$ cat src/hdl/lfrt_pkg.sv
`timescale 1ns / 1ps
// lfrt_pkg: result kinds, register indexes and sequencer state codes
// for the lru frame residency tracker; no dependencies
package lfrt_pkg;

	localparam int KIND_W = 2;
	localparam int ID_W   = 6;
	localparam int CFG_W  = 7;
	localparam int IDX_W  = 2;
	localparam int MIN_LIMIT = 2;

	typedef enum logic [KIND_W-1:0] {
		KIND_EVICT = 2'd0,
		KIND_HIT   = 2'd1,
		KIND_LOAD  = 2'd2,
		KIND_CLEAR = 2'd3
	} kind_t;

	typedef enum logic [IDX_W-1:0] {
		REG_ON_DEMAND      = 2'd0,
		REG_NUM_FRAMES     = 2'd1,
		REG_RESIDENT_LIMIT = 2'd2,
		REG_NONE           = 2'd3
	} reg_idx_t;

	typedef enum logic [10:0] {
		ST_IDLE   = 11'b00000000001,
		ST_CLR    = 11'b00000000010,
		ST_CHECK  = 11'b00000000100,
		ST_HIT    = 11'b00000001000,
		ST_EVAL   = 11'b00000010000,
		ST_SCAN   = 11'b00000100000,
		ST_DRAIN  = 11'b00001000000,
		ST_VICT   = 11'b00010000000,
		ST_LOAD   = 11'b00100000000,
		ST_CHKALL = 11'b01000000000,
		ST_EMLOAD = 11'b10000000000
	} state_t;

endpackage

$ cat src/hdl/lfrt_ram.sv
`timescale 1ns / 1ps
// lfrt_ram: generic single write port, single read port ram with registered read
// no dependencies
module lfrt_ram #(
	parameter int WIDTH = 32,
	parameter int DEPTH = 64
) (
	input  logic                     clk,
	input  logic                     we,
	input  logic [$clog2(DEPTH)-1:0] waddr,
	input  logic [WIDTH-1:0]         wdata,
	input  logic [$clog2(DEPTH)-1:0] raddr,
	output logic [WIDTH-1:0]         rdata
);

	logic [WIDTH-1:0] mem_q [DEPTH];
	logic [WIDTH-1:0] rdata_q;

	always_ff @(posedge clk) begin
		if (we) begin
			mem_q[waddr] <= wdata;
		end
		rdata_q <= mem_q[raddr];
	end

	assign rdata = rdata_q;

endmodule

$ cat src/hdl/lfrt_min_unit.sv
`timescale 1ns / 1ps
// lfrt_min_unit: shared tick comparator, keeps the oldest candidate seen in a sweep
// no dependencies; the earlier candidate wins on equal ticks
module lfrt_min_unit #(
	parameter int IDXW  = 7,
	parameter int TICKW = 32
) (
	input  logic             clk,
	input  logic             arst_n,
	input  logic             clr,
	input  logic             cand_valid,
	input  logic [IDXW-1:0]  cand_idx,
	input  logic [TICKW-1:0] cand_tick,
	output logic             found,
	output logic [IDXW-1:0]  best_idx
);

	logic             found_q;
	logic [IDXW-1:0]  best_idx_q;
	logic [TICKW-1:0] best_tick_q;
	logic             take;

	assign take = cand_valid && (!found_q || (cand_tick < best_tick_q));

	always_ff @(posedge clk or negedge arst_n) begin
		if (!arst_n) begin
			found_q <= 1'b0;
		end else if (clr) begin
			found_q <= 1'b0;
		end else if (take) begin
			found_q <= 1'b1;
		end
	end

	always_ff @(posedge clk) begin
		if (!clr && take) begin
			best_idx_q  <= cand_idx;
			best_tick_q <= cand_tick;
		end
	end

	assign found    = found_q;
	assign best_idx = best_idx_q;

endmodule

$ cat src/hdl/lru_frame_residency_tracker_top.sv
`timescale 1ns / 1ps
// lru_frame_residency_tracker_top: sequencer, residency flags, tick ram and result register
// depends on lfrt_pkg, lfrt_ram and lfrt_min_unit
//
// Tracks which frames are resident and answers each in-range access beat with a hit,
// or with zero or more evictions followed by a load; an access beyond the effective
// frame count gets no result, and a clear beat answers with one clear-done result.
// Items are handled one at a time and in_ready is high only while the sequencer is
// idle. A miss runs the all-resident check over the nf effective frames, where nf is
// the effective frame count; in on-demand mode every eviction search sweeps the tick
// ram one entry per cycle through a single tick comparator. A result that waits for
// out_ready holds the sequencer in its state. Results wait in an output register,
// so a new beat can be taken while the last result is still pending.
module lru_frame_residency_tracker_top #(
	parameter int NFRAMES   = 64,
	parameter int TICK_BITS = 32
) (
	input  logic                      clk,
	input  logic                      arst_n,
	input  logic                      in_valid,
	output logic                      in_ready,
	input  logic                      op,
	input  logic [5:0]                frame_index,
	output logic                      out_valid,
	input  logic                      out_ready,
	output logic [lfrt_pkg::KIND_W-1:0] kind,
	output logic [lfrt_pkg::ID_W-1:0] frame_id,
	output logic                      release_reader,
	output logic                      last,
	input  logic                      cfg_valid,
	output logic                      cfg_ready,
	input  logic [lfrt_pkg::IDX_W-1:0] cfg_index,
	input  logic [lfrt_pkg::CFG_W-1:0] cfg_data
);

	import lfrt_pkg::*;

	localparam int IW = $clog2(NFRAMES);
	localparam int CW = $clog2(NFRAMES + 1);
	localparam int NW = (CW > CFG_W) ? CW : CFG_W;

	state_t state_q;

	logic             on_demand_q;
	logic [CFG_W-1:0] num_frames_q;
	logic [CFG_W-1:0] resident_limit_q;

	logic [NFRAMES-1:0]   resident_q;
	logic [NFRAMES-1:0]   tick_vld_q;
	logic [TICK_BITS-1:0] use_tick_q;
	logic [TICK_BITS-1:0] tick_nx;
	logic [NW-1:0]        count_q;
	logic [NW-1:0]        cnt_q;
	logic [NW-1:0]        cnt_nx;
	logic [IW-1:0]        cnt_i;
	logic                 all_q;

	logic          op_q;
	logic [NW-1:0] f_q;
	logic [IW-1:0] f_i;

	logic [NW-1:0] nf;
	logic [NW-1:0] lim;
	logic          f_ok;

	logic                 act_s1;
	logic                 cand_v_s1;
	logic                 tv_s1;
	logic [NW-1:0]        idx_s1;
	logic [TICK_BITS-1:0] rdata;
	logic                 ram_we;

	logic          found;
	logic [NW-1:0] best_idx;
	logic [IW-1:0] best_i;

	logic          out_valid_q;
	kind_t         kind_q;
	logic [ID_W-1:0] frame_id_q;
	logic          release_q;
	logic          last_q;
	logic          out_free;

	logic          emit_en;
	kind_t         emit_kind;
	logic [NW-1:0] emit_id;
	logic          emit_rel;
	logic          emit_last;

	// effective frame count and limit
	always_comb begin
		if (num_frames_q == '0) begin
			nf = NW'(1);
		end else if (NW'(num_frames_q) > NW'(NFRAMES)) begin
			nf = NW'(NFRAMES);
		end else begin
			nf = NW'(num_frames_q);
		end
		if (resident_limit_q < CFG_W'(MIN_LIMIT)) begin
			lim = NW'(MIN_LIMIT);
		end else begin
			lim = NW'(resident_limit_q);
		end
	end

	assign f_ok     = f_q < nf;
	assign f_i      = f_q[IW-1:0];
	assign cnt_i    = cnt_q[IW-1:0];
	assign cnt_nx   = cnt_q + 1'b1;
	assign best_i   = best_idx[IW-1:0];
	assign tick_nx  = (&use_tick_q) ? use_tick_q : use_tick_q + 1'b1;
	assign out_free = !out_valid_q || out_ready;
	assign ram_we   = (state_q == ST_CHECK) && f_ok && on_demand_q;

	assign in_ready  = (state_q == ST_IDLE);
	assign cfg_ready = 1'b1;

	lfrt_ram #(
		.WIDTH(TICK_BITS),
		.DEPTH(NFRAMES)
	) u_tick_ram (
		.clk   (clk),
		.we    (ram_we),
		.waddr (f_i),
		.wdata (tick_nx),
		.raddr (cnt_i),
		.rdata (rdata)
	);

	lfrt_min_unit #(
		.IDXW (NW),
		.TICKW(TICK_BITS)
	) u_min (
		.clk       (clk),
		.arst_n    (arst_n),
		.clr       (state_q == ST_EVAL),
		.cand_valid(act_s1 && cand_v_s1),
		.cand_idx  (idx_s1),
		.cand_tick (tv_s1 ? rdata : '0),
		.found     (found),
		.best_idx  (best_idx)
	);

	always_comb begin
		emit_en   = 1'b0;
		emit_kind = KIND_HIT;
		emit_id   = f_q;
		emit_rel  = 1'b0;
		emit_last = 1'b1;
		case (state_q)
			ST_CLR: begin
				emit_en   = out_free;
				emit_kind = KIND_CLEAR;
				emit_id   = '0;
			end
			ST_HIT: begin
				emit_en = out_free;
			end
			ST_VICT: begin
				emit_en   = found && out_free;
				emit_kind = KIND_EVICT;
				emit_id   = best_idx;
				emit_last = 1'b0;
			end
			ST_EMLOAD: begin
				emit_en   = out_free;
				emit_kind = KIND_LOAD;
				emit_rel  = all_q && (!on_demand_q || (lim >= nf));
			end
			default: begin
			end
		endcase
	end

	always_ff @(posedge clk or negedge arst_n) begin
		if (!arst_n) begin
			state_q          <= ST_IDLE;
			on_demand_q      <= 1'b0;
			num_frames_q     <= CFG_W'(64);
			resident_limit_q <= CFG_W'(64);
			resident_q       <= '0;
			tick_vld_q       <= '0;
			use_tick_q       <= '0;
			count_q          <= '0;
			cnt_q            <= '0;
			all_q            <= 1'b0;
			act_s1           <= 1'b0;
			out_valid_q      <= 1'b0;
		end else begin
			if (cfg_valid) begin
				case (reg_idx_t'(cfg_index))
					REG_ON_DEMAND:      on_demand_q      <= cfg_data[0];
					REG_NUM_FRAMES:     num_frames_q     <= cfg_data;
					REG_RESIDENT_LIMIT: resident_limit_q <= cfg_data;
					default: begin
					end
				endcase
			end

			if (emit_en) begin
				out_valid_q <= 1'b1;
			end else if (out_ready) begin
				out_valid_q <= 1'b0;
			end

			act_s1 <= (state_q == ST_SCAN);

			case (state_q)
				ST_IDLE: begin
					if (in_valid) begin
						if (op) begin
							resident_q <= '0;
							tick_vld_q <= '0;
							use_tick_q <= '0;
							count_q    <= '0;
							state_q    <= ST_CLR;
						end else begin
							state_q <= ST_CHECK;
						end
					end
				end
				ST_CLR, ST_HIT, ST_EMLOAD: begin
					if (out_free) begin
						state_q <= ST_IDLE;
					end
				end
				ST_CHECK: begin
					if (!f_ok) begin
						state_q <= ST_IDLE;
					end else begin
						if (on_demand_q) begin
							use_tick_q      <= tick_nx;
							tick_vld_q[f_i] <= 1'b1;
						end
						if (resident_q[f_i]) begin
							state_q <= ST_HIT;
						end else if (on_demand_q) begin
							state_q <= ST_EVAL;
						end else begin
							state_q <= ST_LOAD;
						end
					end
				end
				ST_EVAL: begin
					cnt_q <= '0;
					if (count_q >= lim) begin
						state_q <= ST_SCAN;
					end else begin
						state_q <= ST_LOAD;
					end
				end
				ST_SCAN: begin
					cnt_q <= cnt_nx;
					if (cnt_nx == nf) begin
						state_q <= ST_DRAIN;
					end
				end
				ST_DRAIN: begin
					state_q <= ST_VICT;
				end
				ST_VICT: begin
					if (!found) begin
						state_q <= ST_LOAD;
					end else if (out_free) begin
						resident_q[best_i] <= 1'b0;
						count_q            <= count_q - 1'b1;
						state_q            <= ST_EVAL;
					end
				end
				ST_LOAD: begin
					resident_q[f_i] <= 1'b1;
					count_q         <= count_q + 1'b1;
					cnt_q           <= '0;
					all_q           <= 1'b1;
					state_q         <= ST_CHKALL;
				end
				ST_CHKALL: begin
					if (!resident_q[cnt_i]) begin
						all_q <= 1'b0;
					end
					cnt_q <= cnt_nx;
					if (cnt_nx == nf) begin
						state_q <= ST_EMLOAD;
					end
				end
				default: begin
					state_q <= ST_IDLE;
				end
			endcase
		end
	end

	// payload registers
	always_ff @(posedge clk) begin
		if (in_valid && in_ready) begin
			op_q <= op;
			f_q  <= NW'(frame_index);
		end
		cand_v_s1 <= resident_q[cnt_i] && (cnt_q != f_q);
		tv_s1     <= tick_vld_q[cnt_i];
		idx_s1    <= cnt_q;
		if (emit_en) begin
			kind_q     <= emit_kind;
			frame_id_q <= emit_id[ID_W-1:0];
			release_q  <= emit_rel;
			last_q     <= emit_last || op_q;
		end
	end

	assign out_valid      = out_valid_q;
	assign kind           = kind_q;
	assign frame_id       = frame_id_q;
	assign release_reader = release_q;
	assign last           = last_q;

endmodule

$ cat config.mk
export PLATFORM = sky130hd
export DESIGN_NAME = lru_frame_residency_tracker_top
export DESIGN_NICKNAME = d
export VERILOG_FILES = /design/src/hdl/lfrt_pkg.sv /design/src/hdl/lfrt_ram.sv /design/src/hdl/lfrt_min_unit.sv /design/src/hdl/lru_frame_residency_tracker_top.sv
export SDC_FILE = /design/constraint.sdc
export NUM_CORES = 2
export LEC_CHECK = 0
export BUFFER_PORTS_ARGS = -buffer_cell sky130_fd_sc_hd__buf_4
export CAP_MARGIN = 20
export CORE_MARGIN = 2
export CORE_UTILIZATION = 57
export CTS_CLUSTER_DIAMETER = 100
export DETAILED_ROUTE_END_ITERATION = 7
export HOLD_SLACK_MARGIN = 0.05
export MAX_ROUTING_LAYER = met4
export PLACE_DENSITY = 0.81
export SLEW_MARGIN = 20
export SYNTH_ARGS = -nofsm -noshare
export SYNTH_HDL_FRONTEND = slang
export SYNTH_SLANG_ARGS = --single-unit
export TNS_END_PERCENT = 10
$ cat constraint.sdc
create_clock -name clk -period 7.75 [get_ports clk]
set_input_delay 2.325 -clock clk [delete_from_list [all_inputs] [get_ports clk]]
set_output_delay 2.325 -clock clk [all_outputs]
set_load 0.005 [all_outputs]
==> out/metrics.yaml <==
die:
  io_pins: 34
  die-area_um2: 166800
  die_h_um: 408.4
  num_rows: 148
  core_area_um2: 162600
  die_w_um: 408.4
  start_util: 0.5734
final_layout:
  drive_above_1_share: 0.2809
  n_fill_cell: 9996
  postLayoutCellArea_um2: 104500
  multi_input_area_um2: 23660
  syn_to_final_growth_pct: 12.07
  nets: 4666
  final-seq-area_um2: 69080
cts:
  clk_pin_slew_ns: 0.06
  htreeDepth: 4
  clkLatencyLatePin_ns: 0.88
  cts_hold_buf: 0
  cts_buffer_depth: 3
  cts-root-buf: "clkbuf_16"
  cts.repair.resized: 0
  clkSinkCount: 2347
  cts_setup_buffers: 0
  numCtsBuffers: 221
  cts_tree: "yes"
setup_path:
  path_delay_family: "simple AND/OR/NAND/NOR gates"
  r2r_setup_slack_ns: 3.25
  critPathSlowestCell: "or3b_1"
  max_stage_delay_ns: 0.52
  critPathKind: "flop to output pin"
  path_max_fanout: 7
  crit_buf_inv: 2
  crit_path_end_kind: "output pin"
  critical_path.cell_chain: "nor4_4 > nand3_1 > or3b_1 > inv_2 > buf_4"
  worst_ep_arrival_time_ns: 2.60
  required_ns: 5.43
  start_kind: "flop"
synthesis:
  synth-compound-area-share: 0.02925
  muxShareOfSynthArea: 0.1746
  synth_nets: 4580
  yosysUniqueCellTypes: 77
  async_reset_ff_frac: 0.08692
  synth.largest_area_cell: "edfxtp_1"
  synth-main-ff-cell: "edfxtp_1"
  synth-xor-area-share: 0.004604
  synth_most_common_cell: "edfxtp_1"
  synth_cells: 4501
  seq_area_frac_synth: 0.7408
  ys_seq_elements: 2347
  synth_top_family_by_area: "multiplexers"
  synth_fa_ha_area_frac: 0.007865
  synth.avg_cell_area_um2: 20.71
  synth_common_cells: "2103 x edfxtp_1, 713 x mux4_2, 201 x dfrtp_1"
  yosysWarnings: 0
  synthTopCellsByArea: "edfxtp_1 68%, mux4_2 17%, dfrtp_1 5.4%, o21ai_0 0.88%, dfxtp_1 0.86%"
  synth-edff-count: 2103
  synth_top_area_share: 0.6774
  syn_area_um2: 93220
  synthSimpleGateAreaFrac: 0.02743
global_route:
  grt_usage: 0.3233
  grt_max_degree: 167
  antenna_found_initial: 25
  grt_pass1_vias: 48802
  grt_pass1_wl_mm: 369.7
  overflow: 0
place:
  dp.final_hpwl_mm: 136.5
  gp_congestion: 0.9510
  io_buffers: 32
  placed_area_um2: 96870
timing:
  fin_crit_ns: 4.926
  setup_viol: 0
  fmax_mhz: 203.0
  rsz0062_at_grt: "no"
  tightest_slew_ns: 1.229
  hold_viol: 0
  fin_crit_sh: 0.6356
  setup_tns_ns: 0
  timing.hold.ws_ns: 0.4053
  fin_skew_ns: 0.07694
  max_slew_margin: 0.1805
  maxSlewViolCount: 0
pwr:
  cellLeakagePower_nw: 34.60
  irDropWorstVdd_mv: 0.2280
  powerDensity_nw_per_um2: 286.5
run:
  maxCapViolations: 0
routing:
  ant_nets: 0
  totalWireLength_mm: 265.1
  via_count: 50513
  avgRoutedWirePerCell_um: 38.05
  dr.pass1.iters: 8
  viasPerCell: 7.249
  drt-initial-drc-count: 9956
  drc: 5
run_status:
  status: "complete, but fails checks"
  violations: "DRC"
hold_path:
  hold_path_class: "flop to flop"
path summary, 6_finish.rpt:
check / from / to / cells past startpoint
min: idx_s1[4] / u_min.best_idx[4] / 0
min in group asynchronous: arst_n / num_frames_q[5] / 1
max reg2reg: num_frames_q[6] / u_tick_ram.mem_q[43][24] / 10
max: state_q[5] / in_ready / 5
max in group asynchronous: arst_n / resident_q[59] / 2
min reg2reg: idx_s1[4] / u_min.best_idx[4] / 0
cell type report:
cell class / instances / share of cell area
clock buffers: 287 / 0.05733
flip-flops and latches: 2347 / 0.6612
inverters: 55 / 0.001976
multi-input cells: 1811 / 0.2264
diodes: 19 / 0.0004551
well taps: 2175 / 0.02605
repair buffers: 151 / 0.01273
clock inverters: 123 / 0.01383
layout by cell type (no fill, tap or decap), drive strengths merged, types with 9 or more instances in the layout:
cell / instances
dfxtp: 40
o31ai: 12
a21o: 19
nor2: 174
mux4: 713
edfxtp: 2103
bufinv: 23
and2: 38
nor3b: 18
dfrtp: 201
xnor2: 31
ha: 57
o21ai: 171
buf: 150
clkinvlp: 10
clkbuf: 288
nor3: 12
nor2b: 11
a22oi: 29
xor2: 18
or3: 9
inv: 62
nand3: 50
diode: 19
and3: 16
a22o: 22
mux2: 14
a31oi: 71
nand4: 19
nand2: 125
a21oi: 87
clkinv: 83
metal layers:
| metal | global-route usage | wire (um) | share of wire |
|---|---|---|---|
| met1 | 0.4336 | 89380 | 0.34 |
| met2 | 0.4618 | 122200 | 0.46 |
| met3 | 0.09243 | 37390 | 0.14 |
| met4 | 0.1554 | 16180 | 0.061 |
| met5 | - | 0 | 0 |
report_power, final:
part / leakage (nW) / switching [mW] / internal (mW) / total (mW)
clock network: 3.60 / 4.98 / 6.25 / 11.2
registers: 23.4 / 0.260 / 14.4 / 14.6
logic: 7.59 / 2.58 / 1.50 / 4.08
state kept, by name, summed over array words and instances (netlist names), 7 cells and up:
signal	flops
u_tick_ram.mem_q	2048
u_min.best_tick_q	32
tick_vld_q	64
resident_limit_q	7
cnt_q	7
num_frames_q	7
resident_q	64
state_q	11
use_tick_q	32
u_tick_ram.rdata	32
count_q	7
metrics by stage:
stage                     setup WS, ns  power (mW)  cells  utilization
after floorplan                  1.158       17.35   4501            -
after global placement           3.328       18.60   6534       0.5958
after detailed placement         3.306       18.74   6534       0.5958
after CTS                        2.786       29.77   6944       0.6415
after global routing             2.687       30.53   6964       0.6425
final                            2.824       29.93   6968       0.6426
cells by family after synthesis:
logic type / after synthesis
xor+xnor: 49
mux: 733
flops: 2347
buf+inv: 343
other cells: 1
simple gates: 517
compound gates: 453
fa+ha+maj: 58
No activity file was read; power rests on OpenSTA's default activity.
